<file path="config.mk">
export PLATFORM = sky130hd
export DESIGN_NAME = irsa_cell
export DESIGN_NICKNAME = d
export VERILOG_FILES = /design/src/irsa_pkg.sv /design/src/irsa_cell.sv
export SDC_FILE = /design/constraint.sdc
export NUM_CORES = 1
export LEC_CHECK = 0
export BUFFER_PORTS_ARGS = -buffer_cell sky130_fd_sc_hd__buf_2
export CELL_PAD_IN_SITES_DETAIL_PLACEMENT = 2
export CELL_PAD_IN_SITES_GLOBAL_PLACEMENT = 2
export CORE_ASPECT_RATIO = 1.75
export CORE_UTILIZATION = 29
export CTS_BUF_LIST = sky130_fd_sc_hd__clkbuf_16
export DETAILED_ROUTE_END_ITERATION = 16
export MAX_ROUTING_LAYER = met4
export PLACE_DENSITY_LB_ADDON = 0.1
export RECOVER_POWER = 25
export SLEW_MARGIN = 20
export SYNTH_ARGS = -nofsm -noshare
export SYNTH_HDL_FRONTEND = slang
export SYNTH_SLANG_ARGS = --single-unit
</file>
<file path="constraint.sdc">
create_clock -name clk -period 8.25 [get_ports clk]
set_clock_uncertainty 0.15 [all_clocks]
set_input_delay 0 -clock clk [delete_from_list [all_inputs] [get_ports clk]]
set_output_delay 0 -clock clk [all_outputs]
set_load 0.02 [all_outputs]
</file>
<file path="src/irsa_pkg.sv">
// ----------------------------------------------------------------------------
// irsa_pkg: shared types and constants
// Sizes, operation and status codes, and the command that is broadcast to
// the row of storage cells of the insert/remove shift array.
// ----------------------------------------------------------------------------
`default_nettype none

package irsa_pkg;

  localparam int CAPACITY = 64;
  localparam int IDX_W    = (CAPACITY > 1) ? $clog2(CAPACITY) : 1;
  localparam int DATA_W   = 32;
  localparam int POS_W    = 7;
  localparam int OP_W     = 3;
  localparam int STAT_W   = 2;
  localparam int LEN_W    = 7;

  // read side: cells are OR-ed in groups, the group results are registered
  localparam int GROUP    = 8;
  localparam int NGROUP   = (CAPACITY + GROUP - 1) / GROUP;

  // stream payload widths, padded to whole bytes
  localparam int IN_BITS   = OP_W + POS_W + DATA_W;
  localparam int IN_TDATA  = ((IN_BITS + 7) / 8) * 8;
  localparam int OUT_BITS  = DATA_W + STAT_W + LEN_W;
  localparam int OUT_TDATA = ((OUT_BITS + 7) / 8) * 8;

  typedef enum logic [OP_W-1:0] {
    OP_FILL   = 3'd0,
    OP_READ   = 3'd1,
    OP_WRITE  = 3'd2,
    OP_INSERT = 3'd3,
    OP_REMOVE = 3'd4
  } op_t;

  typedef enum logic [STAT_W-1:0] {
    ST_OK    = 2'd0,
    ST_RANGE = 2'd1,
    ST_FULL  = 2'd2
  } status_t;

  typedef enum logic [2:0] {
    CELL_HOLD,
    CELL_FILL,
    CELL_READ,
    CELL_WRITE,
    CELL_INSERT,
    CELL_REMOVE
  } cell_op_t;

  typedef struct packed {
    cell_op_t          kind;
    logic [POS_W-1:0]  pos;
    logic [DATA_W-1:0] value;
  } cell_cmd_t;

endpackage

`default_nettype wire

</file>
<file path="src/irsa_cell.sv">
// ----------------------------------------------------------------------------
// irsa_cell: one entry of the shift array
// Holds one word; loads the broadcast value, or takes a neighbor's word on
// insert/remove, depending on its own index against the command position.
// ----------------------------------------------------------------------------
`default_nettype none

module irsa_cell (
  input  wire                          clk,
  input  wire [irsa_pkg::IDX_W-1:0]    index,
  input  irsa_pkg::cell_cmd_t          cmd,
  input  wire [irsa_pkg::DATA_W-1:0]   left_data,   // entry index-1
  input  wire [irsa_pkg::DATA_W-1:0]   right_data,  // entry index+1
  output logic [irsa_pkg::DATA_W-1:0]  data,
  output logic [irsa_pkg::DATA_W-1:0]  sel_data     // data when read here, else 0
);

  logic [irsa_pkg::POS_W:0]    idx_ext;
  logic [irsa_pkg::POS_W:0]    pos_ext;
  logic                        at_pos;
  logic                        above_pos;
  logic                        below_pos;
  logic [irsa_pkg::DATA_W-1:0] data_next;

  assign idx_ext   = (irsa_pkg::POS_W+1)'(index);
  assign pos_ext   = {1'b0, cmd.pos};
  assign at_pos    = (idx_ext == pos_ext);
  assign above_pos = (idx_ext > pos_ext);
  assign below_pos = (idx_ext < pos_ext);

  always_comb begin
    data_next = data;
    case (cmd.kind)
      irsa_pkg::CELL_FILL: begin
        if (below_pos) data_next = cmd.value;
      end
      irsa_pkg::CELL_WRITE: begin
        if (at_pos) data_next = cmd.value;
      end
      irsa_pkg::CELL_INSERT: begin
        if (above_pos) data_next = left_data;
        else if (at_pos) data_next = cmd.value;
      end
      irsa_pkg::CELL_REMOVE: begin
        if (at_pos || above_pos) data_next = right_data;
      end
      default: begin
        data_next = data;
      end
    endcase
  end

  always_ff @(posedge clk) begin
    data <= data_next;
  end

  assign sel_data = (cmd.kind == irsa_pkg::CELL_READ && at_pos) ? data : '0;

endmodule

`default_nettype wire

</file>
Word level (Yosys, flattened, before mapping) --
Cells that the tools add are included.
Word-level totals: register bits 32, bits of input ports 113, output and inout bits 64, word-level logic and storage cells 21
Operators by class: equality and inequality tests 8, reductions and logical operators 4, muxes and demuxes 6, magnitude comparators 2
Operators with widths (number):
- $mux W32 | 5
- $pmux W32 S4 | 1
- $eq A6 B7 Y1 | 1
- $gt A6 B7 Y1 | 1
- $lt A6 B7 Y1 | 1
- $eq A3 B2 Y1 const B | 2
- $eq A3 B3 Y1 const B | 2
- $ne A2 B2 Y1 const B | 2
- $reduce_bool A4 Y1 | 1
- $eq A3 B1 Y1 const B | 1
- $reduce_and A3 Y1 | 1
- $logic_and A1 B1 Y1 | 1
- $logic_or A1 B1 Y1 | 1

Longest topological paths before layout --
Gate-level depths: netlist of the first run.
depth in word-level cells 4, mapped depth 9

Worst setup path before layout of the first run --
OpenSTA, ideal clock, no wires.
path kind input-to-reg, from input cmd[34] in the netlist's numbering, to register data[0] in the netlist's numbering (enable), data arrival time 2.698 ns, cell stages on the path 7, library setup time 0.430 ns, slack 4.972 ns, buffers on the path 1, cell sequence inv_1 -> ha_1 -> and3b_1 -> o21ai_2 -> buf_2 -> a21oi_1 -> o2bb2ai_1
Between the ends: word-level cells in the longest chain between the ends 4, elaborated cells between the ends (all ways) 7, classes of those cells order compare: 2; eq/ne: 3; reduce/logical: 2
RTL lines:
- start, declared | RTL line irsa_cell.sv:11 | input irsa_pkg::cell_cmd_t cmd,
- $gt A6 B7 Y1 or $eq A6 B7 Y1 (tied branches) | RTL line irsa_cell.sv:28, irsa_cell.sv:27
- $logic_or A1 B1 Y1 | RTL line irsa_cell.sv:45 | if (at_pos || above_pos) data_next = right_data;
- $ne A2 B2 Y1 (no source line)
- $reduce_and A3 Y1 (no source line) *
- end signal, assigned | RTL line irsa_cell.sv:54 | data <= data_next;
- end, declared | RTL line irsa_cell.sv:14 | output logic [irsa_pkg::DATA_W-1:0] data,
Every way passes the cells marked *; elsewhere a longest branch is shown, timed or not. A chain may end at the register's enable or synchronous reset.

Final worst setup path of the first run --
from input cmd[36] in the netlist's numbering, to output sel_data[24] in the netlist's numbering
Between the ends: word-level cells in the longest chain between the ends 3
RTL lines:
- $eq A6 B7 Y1 | RTL line irsa_cell.sv:27 | assign at_pos = (idx_ext == pos_ext);
- $logic_and A1 B1 Y1 | RTL line irsa_cell.sv:57 | assign sel_data = (cmd.kind == irsa_pkg::CELL_READ && at_pos) ? data : '0;
- $mux W32 | RTL line irsa_cell.sv:57
- end, declared | RTL line irsa_cell.sv:15 | output logic [irsa_pkg::DATA_W-1:0] sel_data
No other way between the ends.

==> run_results.csv, run 1 <==
group,metric,value,unit
outcome,outcome,"finished with violations",
outcome,violations,"negative hold slack",
worst_setup_path,crit-reg2reg-launch,"data[0]",
clock_network,clock_latency_of_the_later_clocked_register_in_the_worst_skew_pair,0.28,ns
die,start_util,29.8,%
worst_hold_path,hp-start,"right_data[31]",
timing,setup_ws,4.65,ns
drt,met1Wirelength,7150,µm
clock_network,clk_pin_slew,0.06,ns
power_and_ir_drop,power.internal,0.398,mW
cells_and_area,post_route_cells_drive_above_1_share,30.2,%
power_and_ir_drop,combinationalPowerShare,35.7,%
synth,yosysSeqAreaShare,24.8,%
synth,mappedNetlistNets,569,
timing,fmax,0.278,GHz
global_route,grt_pass1_vias,5304,
drt,final_antenna_net_count,0,
power_and_ir_drop,post-layout-total-power,0.622,mW
clock_network,h_tree_depth,2,
cells_and_area,final_cell_count_no_fill,791,
cells_and_area,largest_reg_flops,32,
drt,detail_route.drc_violations,0,
worst_setup_path,slowest_delay,0.91,ns
synth,post_synth_instance_area,3880,µm²
worst_setup_path,cp-start-kind,"input pin",
timing,rsz_0062_raised_after_global_routing,"no",
placed_design,place.detailed.hpwl,11400,µm
synth,syn_inst,450,
synth,postSynth.topFlopCell,"sky130_fd_sc_hd__edfxtp_1",
timing,hold_viol_final,1,
worst_setup_path,worstPathCellList,"buf_2 -> inv_1 -> ha_1 -> and4b_2 -> nand2_4 -> nor4b_4 -> buf_4 -> and2_1 -> buf_2",
global_route,antenna_violations_before_repair,0,
timing,final.period_utilization,43.6,%
power_and_ir_drop,seq_power_share,35.0,%
cells_and_area,synthToLayoutAreaGrowth,34.5,%
power_and_ir_drop,worst_ir_drop_vdd,0.0653,mV
global_route,grt_pass1_wl,28200,µm
timing,timing.final.max_slew_violations,0,
worst_setup_path,worst-endpoint-required,8.10,ns
cells_and_area,num_antenna_cells,0,
synth,synth.ff_latch_count,32,
cells_and_area,regMostFlops,"data",
placed_design,number_of_cells_in_the_design_after_placement,740,
timing,total_negative_setup_slack,0,ns
synth,ys_types,35,
global_route,grt_util_all_layers,27.5,%
die,width_of_the_die,89.4,µm
timing,finalSetupViolCount,0,
power_and_ir_drop,clkPwrFrac,29.3,%
drt,1st_iter_drt_viols,162,
timing,max_slew.worst_pin.slew,1.09,ns
drt,routed-wl-met3,701,µm
drt,top_layer_used,"met4",
drt,wl,18300,µm
clock_network,cts_root_buffer,"sky130_fd_sc_hd__clkbuf_16",
synth,async_flop_share,0,%
worst_hold_path,worst_hold_path_type,"input pin to flip-flop",
cells_and_area,layout_top_registers,"data: 32 flops",
cells_and_area,finish.net_count,738,
global_route,grt_start_max_net_pins,71,
drt,drt-wirelength-per-cell,23.1,µm
clock_network,total_cts_buffers,5,
worst_setup_path,cp_data_arrival_time,3.45,ns
drt,detail_route.vias_per_cell,6.09,
worst_setup_path,worst_setup_path_end_kind,"primary output",
worst_setup_path,worstPathMaxFanout,66,
placed_design,place_congestion,0.803,
timing,timing.hold.ws,-0.00827,ns
power_and_ir_drop,p_leak,2.07,nW
drt,dr.pass1.iters,4,
drt,met2_wirelength,10100,µm
placed_design,detailedPlace.worstSlack,4.62,ns
die,design.die.area,13900,µm²
die,die_height,155,µm
worst_setup_path,timing.setup.critical_path_class,"input pin to primary output",
drt,detailroute.via_count,4820,
clock_network,postCtsResizedCells,0,
power_and_ir_drop,netSwitchingPower,0.225,mW
die,core_area,13000,µm²
clock_network,cts_post_setup_buffers_inserted,0,
worst_setup_path,startpoint,"cmd[36]",
worst_setup_path,critical_path.n_buffers_inverters,4,
global_route,grt-ovfl-total,0,
timing,slew_headroom,27.4,%
timing,finalCriticalPeriod,3.60,ns
flow_run,max_cap_viol_count,0,
clock_network,cts_tree,"done",
worst_setup_path,cp_common_cell,"sky130_fd_sc_hd__buf_2",
worst_setup_path,cpMaxStageDelayCell,"sky130_fd_sc_hd__nor4b_4",
clock_network,clkSinkCount,32,
synth,count_of_synthesis_stage_warnings_from_yosys,0,
worst_setup_path,path_delay_family,"simple AND/OR/NAND/NOR gates",
die,ios,177,
power_and_ir_drop,netSwitchingFraction,36.1,%
die,fp-row-count,55,
clock_network,max-clock-path-buffers,2,
placed_design,numPortBuffers,176,
power_and_ir_drop,power_per_cell_area,119,nW/µm²
synth,synth_enable_flop_cells,32,
synth,syn-mean-instance-area,8.62,µm²
[Yosys cell counts, types with 2 or more instances]
cell type	instances	area share, %
sky130_fd_sc_hd__a21oi_1	33	4.3
sky130_fd_sc_hd__buf_4	5	0.97
sky130_fd_sc_hd__buf_6	7	2.0
sky130_fd_sc_hd__clkbuf_1	32	3.1
sky130_fd_sc_hd__a211oi_2	10	3.2
sky130_fd_sc_hd__nand2b_1	2	0.32
sky130_fd_sc_hd__a211oi_1	87	17
sky130_fd_sc_hd__o21ai_0	27	3.5
sky130_fd_sc_hd__and3_1	33	5.3
sky130_fd_sc_hd__and3b_1	2	0.45
sky130_fd_sc_hd__inv_1	6	0.58
sky130_fd_sc_hd__a221oi_1	32	7.2
sky130_fd_sc_hd__buf_2	16	2.1
sky130_fd_sc_hd__edfxtp_1	32	25
sky130_fd_sc_hd__buf_8	4	1.5
sky130_fd_sc_hd__nor2_1	33	3.2
sky130_fd_sc_hd__o32ai_1	22	5.0
sky130_fd_sc_hd__and2_1	32	5.2
sky130_fd_sc_hd__o21ai_1	5	0.64
sky130_fd_sc_hd__ha_1	6	1.9
sky130_fd_sc_hd__o32ai_2	10	4.2
[per-layer routing]
metal / up-vias / GRT usage, %
met2: 155 / 50.6
met1: 2462 / 30.1
met5: - / -
met4: 0 / 8.47
li1: 2174 / -
met3: 29 / 2.71
[cell families (layout without fill, tap and decap cells)]
kind of cell	after synthesis	count (layout)	share of synthesized area [%]
flip-flops	32	32	24.8
buffers and inverters	70	240	10.3
AO/OA/AOI/OAI	233	233	46.5
AND/OR/NAND/NOR	109	109	16.5
adder cells (fa/ha/maj)	6	6	1.93
[worst reg2reg max path, delay by kind of cell (launching register included)]
family         cells  cell delay (ns)
AO/OA/AOI/OAI      2             0.48
flip-flops         1             0.45
[power by group through the flow]
stage	Combinational [mW]	Clock, mW	Sequential, mW
6_report	0.222	0.182	0.218
5_1_grt	0.240	0.191	0.220
4_1_cts	0.225	0.184	0.218
3_5_place_dp	0.206	0	0.221
3_3_place_gp	0.199	0	0.220
2_1_floorplan	0.107	0	0.233
[cell type report]
class	count	area, µm²
clock buffer	5	125
timing repair buffer	226	1320
tap	171	214
fill	1514	7790
inverter	6	22.5
multi-input combinational	348	2560
clock inverter	3	11.3
sequential	32	961
[metrics by stage]
step	hold slack, ns	area [µm²]	utilization (%)
after floorplan	0.113	3880	-
after global placement	0.208	4690	36.1
after detailed placement	0.223	4690	36.1
after CTS	0.000588	5260	40.4
after global routing	0.0182	5220	40.1
final	-0.00827	5220	40.1
[cell usage in the layout (no fill, tap or decap), types with 22 or more instances in the layout]
| cell type | instances |
|---|---|
| sky130_fd_sc_hd__a221oi_1 | 32 |
| sky130_fd_sc_hd__and3_1 | 33 |
| sky130_fd_sc_hd__and2_1 | 32 |
| sky130_fd_sc_hd__clkbuf_1 | 32 |
| sky130_fd_sc_hd__buf_2 | 144 |
| sky130_fd_sc_hd__o21ai_0 | 27 |
| sky130_fd_sc_hd__a211oi_1 | 87 |
| sky130_fd_sc_hd__a21oi_1 | 33 |
| sky130_fd_sc_hd__nor2_1 | 32 |
| sky130_fd_sc_hd__o32ai_1 | 22 |
| sky130_fd_sc_hd__dlygate4sd3_1 | 43 |
| sky130_fd_sc_hd__edfxtp_1 | 32 |
[worst paths after layout]
check	end	slack [ns]	depth (start not counted)
setup reg to reg	data[0]	6.89	2
hold reg to reg	data[13]	0.55	2
setup / recovery	sel_data[24]	4.65	9
hold / removal	data[31]	-0.008	3
[repair_timing]
action	in CTS	in global routing
setup endpoints to repair	0	0
endpoints found under the hold margin	31	0
hold buffers	43	0
(Power assumes the default switching activity.)
==> inputs of run 2 (changes only) <==
ABC_AREA = 1   (was unset)
CORE_UTILIZATION = 23   (was 29)
clock period = 3.57 ns   (was 8.25 ns; I/O delays follow)
==> run 2 against run 1 <==
The run now ends clean. Register-to-register slack worse by 4.7 ns. Largest power group unchanged. First-iteration DRC count is 33% lower. Clock power is 140% higher. Highest routed layer unchanged. Via count is 2.6% lower. Critical path depth is 2 higher. Critical path type is now input pin to flip-flop. Largest cell class unchanged. Wire length is 7.3% lower. Flip-flop and latch count stayed put. Total power is 130% higher. Worst hold slack better by 0.035 ns. Sequential power is 130% higher.
==> run_results.csv, run 2 <==
group,metric,value,unit
clock_network,postCtsResizedCells,0,
cells_and_area,total_area_of_multi_input_combinational_cells,2070,µm²
synth,synthDominantCellAreaShare,26.7,%
die,core_area,15300,µm²
cells_and_area,synthToLayoutAreaGrowth,40.0,%
global_route,grt_util_all_layers,22.2,%
drt,dr.pass1.iters,4,
global_route,grt_start_max_net_pins,66,
worst_hold_path,hp-start,"cmd[18]",
synth,synth_enable_flop_cells,32,
global_route,antenna_violations_before_repair,1,
placed_design,place.detailed.hpwl,11900,µm
power_and_ir_drop,post-layout-total-power,1.46,mW
worst_setup_path,worstPathMaxFanout,65,
cells_and_area,mostFrequentLayoutCells,"144 x sky130_fd_sc_hd__buf_2, 137 x sky130_fd_sc_hd__nand2_1, 130 x sky130_fd_sc_hd__nand3_1",
worst_setup_path,worst_setup_path_end_kind,"flip-flop",
clock_network,cts_tree,"done",
synth,syn_inst,599,
cells_and_area,seq_area,961,µm²
synth,syn-mean-instance-area,6.00,µm²
global_route,grt_pass1_vias,5389,
worst_setup_path,startpoint,"cmd[36]",
cells_and_area,layout_top_registers,"data: 32 flops",
drt,wl,16900,µm
global_route,grt_pass1_wl,26600,µm
worst_setup_path,cpMaxStageDelayCell,"sky130_fd_sc_hd__nand2_2",
synth,synth.ff_latch_count,32,
synth,yosysTopAreaCell,"sky130_fd_sc_hd__edfxtp_1",
clock_network,clock_latency_of_the_later_clocked_register_in_the_worst_skew_pair,0.28,ns
synth,async_flop_share,0,%
synth,post_synth_instance_area,3590,µm²
placed_design,numPortBuffers,176,
clock_network,cts-hold-fix-buffers,31,
clock_network,clk_pin_slew,0.06,ns
timing,timing.final.max_slew_violations,0,
timing,final.period_utilization,68.9,%
worst_setup_path,cp_data_arrival_time,2.42,ns
timing,total_negative_setup_slack,0,ns
drt,detail_route.vias_per_cell,4.84,
synth,synthTopCellsByCount,"141 x sky130_fd_sc_hd__nand2_1, 130 x sky130_fd_sc_hd__nand3_1, 110 x sky130_fd_sc_hd__inv_1",
die,width_of_the_die,96.5,µm
timing,finalSetupViolCount,0,
timing,fmax,0.407,GHz
timing,max_slew.worst_pin.slew,1.01,ns
synth,yosysSeqAreaShare,26.7,%
synth,ys_types,18,
global_route,grt-ovfl-total,0,
drt,final_antenna_net_count,0,
cells_and_area,mostFrequentLayoutCell,"sky130_fd_sc_hd__buf_2",
die,ios,177,
clock_network,h_tree_depth,2,
worst_setup_path,crit-reg2reg-launch,"data[11]",
clock_network,total_cts_buffers,5,
die,die_height,167,µm
synth,mappedNetlistNets,718,
power_and_ir_drop,worst_ir_drop_vdd,0.170,mV
synth,synth_area_leaders,"sky130_fd_sc_hd__edfxtp_1 27%, sky130_fd_sc_hd__nand3_1 18%, sky130_fd_sc_hd__nand2_1 15%",
die,fp-row-count,60,
drt,detailroute.via_count,4696,
placed_design,place_congestion,0.774,
cells_and_area,finish.net_count,902,
cells_and_area,largest_reg_flops,32,
worst_setup_path,timing.setup.critical_path_class,"input pin to flip-flop",
power_and_ir_drop,p_leak,2.68,nW
drt,drt-wirelength-per-cell,17.5,µm
cells_and_area,regMostFlops,"data",
flow_run,max_cap_viol_count,0,
worst_hold_path,worst_hold_path_type,"input pin to flip-flop",
synth,post-synth-top-count-cell,"sky130_fd_sc_hd__nand2_1",
outcome,outcome,"finished, final reports clean",
synth,count_of_synthesis_stage_warnings_from_yosys,0,
worst_setup_path,reg2reg_depth,6,
clock_network,max-clock-path-buffers,2,
timing,slew_headroom,32.7,%
clock_network,clkSinkCount,32,
die,start_util,23.5,%
cells_and_area,post_route_cells_drive_above_1_share,24.9,%
drt,detail_route.drc_violations,0,
worst_setup_path,worst-endpoint-required,3.54,ns
power_and_ir_drop,power_per_cell_area,290,nW/µm²
die,design.die.area,16100,µm²
clock_network,cts_post_setup_buffers_inserted,0,
worst_setup_path,cp-start-kind,"input pin",
timing,finalCriticalPeriod,2.46,ns
timing,rsz_0062_raised_after_global_routing,"no",
worst_hold_path,worstHoldPathCells,3,
synth,postSynth.topFlopCell,"sky130_fd_sc_hd__edfxtp_1",
cells_and_area,n_fill_cell,1938,
timing,hold_viol_final,0,
clock_network,cts_root_buffer,"sky130_fd_sc_hd__clkbuf_16",
worst_setup_path,worstPathCellList,"buf_2 -> inv_1 -> ha_1 -> nand2_1 -> nor2_4 -> nand2_2 -> buf_4 -> nand2_2 -> nand2_1 -> nand3_1 -> a21oi_1",
worst_setup_path,slowest_delay,0.64,ns
drt,1st_iter_drt_viols,108,
## run 2: cell types whose count changed after synthesis, moves of 14 or more
cell                       change
sky130_fd_sc_hd__nand3b_1     +31
sky130_fd_sc_hd__inv_1       +104
sky130_fd_sc_hd__a221oi_1     -32
sky130_fd_sc_hd__a211oi_1     -87
sky130_fd_sc_hd__nor2_2       +27
sky130_fd_sc_hd__nand3_1     +130
sky130_fd_sc_hd__and2_1       -32
sky130_fd_sc_hd__clkbuf_1     -14
sky130_fd_sc_hd__o32ai_1      -22
sky130_fd_sc_hd__o21ai_0      -27
sky130_fd_sc_hd__and3_1       -33
sky130_fd_sc_hd__nand2_1     +141
## run 2: final cells by class
class	instances	share of cell area, %
antenna	1	0.0498
clock buffer	5	2.49
sequential	32	19.1
inverter	110	8.21
timing repair buffer	216	24.2
clock inverter	2	0.149
tap	186	4.63
multi-input combinational	418	41.1
## run 2: through the flow
stage | util, % | cell area (µm²) | setup slack, ns | cells | hold slack [ns]
4_1_cts | 33.1 | 5070 | 1.06 | 969 | 0.0157
2_1_floorplan | - | 3590 | 1.16 | 599 | 0.0799
6_report | 32.8 | 5030 | 1.11 | 970 | 0.0271
3_3_place_gp | 30.2 | 4620 | 0.848 | 931 | 0.188
3_5_place_dp | 30.2 | 4620 | 0.769 | 931 | 0.200
5_1_grt | 32.8 | 5030 | 0.910 | 970 | 0.0132
## run 2: layer usage
layer	global-route usage (%)	vias up	routed length (µm)
met1	23.7	2285	6650
met2	41.4	125	9270
met4	7.54	0	439
met5	-	-	0
li1	-	2261	-
met3	2.00	25	582
## run 2: final timing paths
| path | endpoint | slack (ns) |
|---|---|---|
| max | data[18] | 1.11 |
| min | data[18] | 0.03 |
| max reg2reg | data[11] | 2.18 |
| min reg2reg | data[17] | 0.75 |
## run 2: report_power, final
part	total (mW)	leakage (nW)	internal [mW]	switching [mW]
logic	0.534	2.31	0.185	0.349
clock network	0.429	0.0648	0.250	0.179
registers	0.497	0.310	0.472	0.0247
## run 2: logic make-up (layout without fill, tap and decap cells)
| family | Yosys count | count (layout) | synth area share, % |
|---|---|---|---|
| other cells | 0 | 1 | 0 |
| buf+inv | 149 | 333 | 16.4 |
| simple gates | 377 | 377 | 49.8 |
| compound gates | 35 | 35 | 4.94 |
| fa+ha+maj | 6 | 6 | 2.09 |
| flops | 32 | 32 | 26.7 |
## run 2: critical path: cells and delay by family
kind,cells,cell delay (ns)
AND/OR/NAND/NOR,6,1.16
AO/OA/AOI/OAI,1,0.22
adder cells (fa/ha/maj),1,0.29
buffers and inverters,3,0.71
